$ cat src/hw/rtl/bft_pkg.sv
// ----------------------------------------------------------------------------
// Flow table package
// Shared sizes, status codes and command/status types of the flow table.
// ----------------------------------------------------------------------------
package bft_pkg;

	localparam int unsigned BUCKETS   = 64;
	localparam int unsigned WAYS      = 4;
	localparam int unsigned MAX_FLOWS = 256;
	localparam int unsigned BKT_W     = $clog2(BUCKETS);
	localparam int unsigned WAY_W     = (WAYS > 1) ? $clog2(WAYS) : 1;
	localparam int unsigned IDX_W     = $clog2(MAX_FLOWS);
	localparam int unsigned CNT_W     = $clog2(MAX_FLOWS + 1);

	typedef enum logic [2:0] {
		ST_NONE    = 3'd0,
		ST_UDP     = 3'd1,
		ST_KILLED  = 3'd2,
		ST_OPENING = 3'd3,
		ST_CLOSING = 3'd4,
		ST_ACTIVE  = 3'd5,
		ST_CLOSED  = 3'd6
	} flow_st_t;

	localparam logic [1:0] PK_TCP = 2'd1;
	localparam logic [1:0] PK_UDP = 2'd2;

	typedef enum logic [1:0] {
		C_IDLE,
		C_LOOK,
		C_DONE
	} ctl_state_t;

	typedef struct packed {
		logic load;
		logic look;
		logic clear;
	} dp_cmd_t;

	typedef struct packed {
		logic flush;
	} dp_sts_t;

	function automatic logic [2:0] tcp_next(logic [2:0] cur, logic [7:0] fl);
		logic [2:0] r;
		r = cur;
		if (fl[2]) r = ST_KILLED;
		else if (fl[1]) r = ST_OPENING;
		else if (fl[0]) r = ST_CLOSING;
		else if (fl[3]) r = ST_ACTIVE;
		else if (fl[4] && cur == ST_CLOSING) r = ST_CLOSED;
		return r;
	endfunction

endpackage

$ cat src/hw/rtl/bft_ctrl.sv
// ----------------------------------------------------------------------------
// Flow table controller
// Sequences accept, bucket lookup with write-back, and result delivery.
// ----------------------------------------------------------------------------
module bft_ctrl (
	input  logic              clk,
	input  logic              arst_n,
	input  logic              in_valid,
	output logic              in_ready,
	output logic              out_valid,
	input  logic              out_ready,
	input  bft_pkg::dp_sts_t  sts,
	output bft_pkg::dp_cmd_t  cmd
);
	import bft_pkg::*;

	ctl_state_t state_q, state_d;

	always_ff @(posedge clk or negedge arst_n) begin
		if (!arst_n) state_q <= C_IDLE;
		else state_q <= state_d;
	end

	always_comb begin
		state_d = state_q;
		case (state_q)
			C_IDLE: begin
				if (in_valid) state_d = C_LOOK;
			end
			C_LOOK: state_d = C_DONE;
			C_DONE: begin
				if (out_ready) state_d = in_valid ? C_LOOK : C_IDLE;
			end
			default: state_d = C_IDLE;
		endcase
	end

	always_comb begin
		in_ready  = 1'b0;
		out_valid = 1'b0;
		cmd       = '0;
		case (state_q)
			C_IDLE: begin
				in_ready = 1'b1;
				cmd.load = in_valid;
			end
			C_LOOK: begin
				cmd.look  = ~sts.flush;
				cmd.clear = sts.flush;
			end
			C_DONE: begin
				out_valid = 1'b1;
				in_ready  = out_ready;
				cmd.load  = out_ready & in_valid;
			end
			default: ;
		endcase
	end
endmodule

$ cat config.mk
export PLATFORM = sky130hd
export DESIGN_NAME = bft_ctrl
export DESIGN_NICKNAME = d
export VERILOG_FILES = /design/src/hw/rtl/bft_pkg.sv /design/src/hw/rtl/bft_ctrl.sv
export SDC_FILE = /design/constraint.sdc
export NUM_CORES = 1
export LEC_CHECK = 0
export ABC_AREA = 0
export BUFFER_PORTS_ARGS = -buffer_cell sky130_fd_sc_hd__buf_2
export CAP_MARGIN = 20
export CORE_AREA = 2 2 39 41
export DETAILED_ROUTE_END_ITERATION = 8
export DIE_AREA = 0 0 41 43
export PLACE_DENSITY = 0.3
export SYNTH_ARGS = -nofsm -noshare
export SYNTH_HDL_FRONTEND = slang
export SYNTH_SLANG_ARGS = --single-unit
$ cat constraint.sdc
create_clock -name clk -period 1.9 [get_ports clk]
set_input_delay 0 -clock clk [delete_from_list [all_inputs] [get_ports clk]]
set_output_delay 0 -clock clk [all_outputs]
set_load 0.1 [all_outputs]
# ---- Word-level counts from Yosys, hierarchy flattened
# Cells that the tools add are included.
dict set report word_totals {
  in_bits 5
  output_inout_bits 5
  ram_bits 0
  romBits 0
  latch_bits 0
  memories 0
  elab_cells 17
  register_bits 2
}
dict set report op_classes {
  div 0
  magnitude_cmp 0
  bitwise 2
  add_sub_neg 0
  n_eq_ne 4
  multipliers 0
  n_reduce_logical 2
  n_mux 8
  shifts 0
}
# cell n
set ops {}
lappend ops {{$mux W2} 3}
lappend ops {{$pmux W2 S3} 1}
lappend ops {{$ne A2 B2 Y1 const B} 2}
lappend ops {{$pmux W1 S2} 2}
lappend ops {{$eq A2 B1 Y1 const B} 1}
lappend ops {{$eq A2 B2 Y1 const B} 1}
lappend ops {{$logic_not A2 Y1} 1}
lappend ops {{$mux W1} 2}
lappend ops {{$reduce_and A2 Y1} 1}
lappend ops {{$and A1 B1 Y1} 1}
lappend ops {{$not A1 Y1} 1}

# ---- Logic depth before layout (Yosys ltp)
dict set report depth {
  ltp_word 3
  mapped_depth 2
  mapped_depth_nobuf 2
}

# ---- Least setup slack after synthesis
# Ideal clock, no wire load.
dict set report synth_timing {
  path_type {flip-flop to output port}
  from {register state_q[0]}
  to {output port cmd[2] in the netlist's numbering}
  t_required_ns 1.900
  slack_ns -0.734
  path_stages_with_launch 2
  arrival_time_ns 2.634
  path_buffers 0
  path_cell_list {dfrtp_1 > a211oi_1}
}
# element line_no
set synth_rtl {}
lappend synth_rtl {{from (decl)} bft_ctrl.sv:17} ;# ctl_state_t state_q, state_d;
lappend synth_rtl {{from (signal assigned)} bft_ctrl.sv:21} ;# else state_q <= state_d;
lappend synth_rtl {{to (decl)} bft_ctrl.sv:13} ;# output bft_pkg::dp_cmd_t cmd

==> flow_metrics.py <==
metrics = {
    "finish": {
        "antenna_cells": 0,
        "fillers": 156,
        "final_nets": 33,
        "regMostFlops": "state_q",
        "top_regs": "state_q x2",
        "finalNonFillerCells": 42,
        "largest_reg_flops": 2,
        "fin_util_pct": 15.6,
        "area_growth_pct": 90.1,
        "drive_gt1_share_pct": 53.8,
    },
    "placement": {
        "gp_congestion": 0.487,
        "dp.cells": 38,
        "dp_hpwl_um": 223,
        "port_buffers": 9,
    },
    "clock_network": {
        "cts_root_buf": "clkbuf_4",
        "clock_path_buffers": 2,
        "clock-sinks": 2,
        "cts_buffers": 3,
        "clkSlewWorstSetupHoldPaths_ps": 30,
        "cts_tree": "yes",
        "htree_levels": 1,
        "clock_latency_ps": 220,
    },
    "critical_path": {
        "cp.required_ps": 1900,
        "critPathMaxFanout": 5,
        "worst-setup-path-type": "reg2out",
        "crit_start": "state_q[1]",
        "r2r_cells": 2,
        "cp-end-kind": "output port",
        "critPathArrivalTime_ps": 1340,
        "cp-start-kind": "register",
        "r2r-start": "state_q[1]",
    },
    "global_routing": {
        "overflow": 0,
        "met2_usage_pct": 4.38,
        "grt_max_degree": 6,
        "grt_pass1_wl_um": 434,
        "grt.busiest_layer": "met4",
        "grt_pass1_vias": 122,
        "use_met1_pct": 4.17,
        "antenna_found_initial": 0,
        "gr-usage-all-layers_pct": 4.51,
        "use_met3_pct": 3.14,
    },
    "hold_path": {
        "hp-class": "in2reg",
        "worstHoldStart": "in_valid",
        "worstHoldPathCells": 3,
    },
    "run_status": {
        "status": "completed",
    },
    "sta": {
        "skew_ps": 0.224,
        "slew_viol_final": 0,
        "finalSetupViolations": 0,
        "fin_crit_ps": 1340,
        "hold_viol": 0,
        "tns_ps": 0,
        "fin_crit_sh_pct": 70.6,
        "max_slew.worst_pin.slew_ps": 486,
        "slew_headroom_pct": 67.8,
        "clock.fmax_ghz": 0.746,
        "rsz0062_at_grt": "no",
    },
    "route": {
        "vias": 126,
        "via_per_inst": 3.00,
        "wl_per_cell_um": 7.43,
        "drtIter0Drc": 1,
        "drc": 0,
        "dr.pass1.iters": 2,
        "drtAntennaViolNets": 0,
        "drt-total-wl_um": 312,
    },
    "logic_synthesis": {
        "synth_area_leaders": "dfrtp_1, a211oi_1, inv_1, a21bo_1, nor2b_2",
        "syn_nets": 18,
        "synthCells": 13,
        "synth.cell_area_sq_um": 114,
        "ys_warn_count": 0,
        "ys_types": 8,
        "ys_top_cells_by_count": "inv_1, a211oi_1, dfrtp_1, nor2_1",
        "synthFlopType": "dfrtp_1",
        "synth-edff-count": 0,
        "ys_ff_latch": 2,
        "async_flop_share_pct": 100,
        "yosysMostFrequentCell": "inv_1",
        "yosysTopAreaCell": "dfrtp_1",
        "ys_seq_area_share_pct": 44.0,
        "synth_top_area_share_pct": 44.0,
        "syn_avg_cell_area_sq_um": 8.76,
    },
    "floorplanning": {
        "rows": 14,
        "core-area_sq_um": 1380,
        "dieArea_sq_um": 1760,
        "die_h_um": 43,
        "fp.dieW_um": 41,
        "io_pins": 10,
        "initial_core_util_pct": 8.23,
    },
    "pwr": {
        "leakage_nw": 0.123,
        "ir_drop_mv": 0.371,
        "power_density_nw_per_um2": 1460,
    },
    "run": {
        "cap_viol_max_count": 0,
    },
}
## logic make-up after synthesis
| logic type | share of synthesized area [%] |
|---|---|
| AOI/OAI and AO/OA | 26.4 |
| and+or+nand+nor | 19.8 |
| DFF | 44.0 |
| buffers and inverters | 9.89 |
## final timing paths
kind / end / slack [ps]
setup reg to reg: state_q[1] / 1020
min in group asynchronous: state_q[1] / 90
hold / removal: state_q[0] / 50
max in group asynchronous: state_q[0] / 1710
setup / recovery: cmd[1] / 560
hold reg to reg: state_q[0] / 540
## routing by layer
layer	vias to the layer above	wire length [um]
li1	69	-
met2	10	99
met3	0	59
met4	0	0
met1	47	154
met5	-	0
## critical path, stage by stage (launching register included)
cell and delay (ps):
dfrtp_1 410, nand2b_1 190, nor2_1 90, buf_2 430
## power breakdown
part	switching, mW	leakage, nW	internal (mW)	total (mW)
Sequential	0.0107	0.0253	0.0506	0.0613
Combinational	0.132	0.0841	0.0290	0.161
Clock	0.0239	0.0138	0.0697	0.0936
Total	0.167	0.123	0.149	0.316
## timing repair
action | CTS | global route
resized for setup | 0 | 0
setup buffers | 0 | 0
hold buffers | 1 | 0
endpoints found under the hold margin | 2 | 0
## cell usage in the layout, fill, tap and decap left out, drive strengths merged
master / instances
a211oi: 2
clkbuf: 3
nor2b: 1
a21bo: 1
buf: 9
a21oi: 1
inv: 3
dfrtp: 2
dlygate4sd3: 1
nor2: 2
nand2b: 1
## through the flow
step	setup WS, ps	hold slack [ps]	cell area (sq um)	total power [mW]
5_1_grt	477	61.6	216	0.332
3_5_place_dp	794	-213	184	0.221
2_1_floorplan	10.1	-296	119	0.199
6_report	559	47.9	216	0.316
3_3_place_gp	793	-214	184	0.221
4_1_cts	540	38.5	216	0.325
## area by class of cell
cell class / count / area [sq um] / share of cell area, %
inverters: 3 / 11.3 / 5.20
repair buffers: 10 / 55.1 / 25.4
well taps: 16 / 20.0 / 9.25
clock buffers: 3 / 22.5 / 10.4
flip-flops and latches: 2 / 50.0 / 23.1
multi-input cells: 8 / 57.6 / 26.6
(Power assumes the default switching activity.)
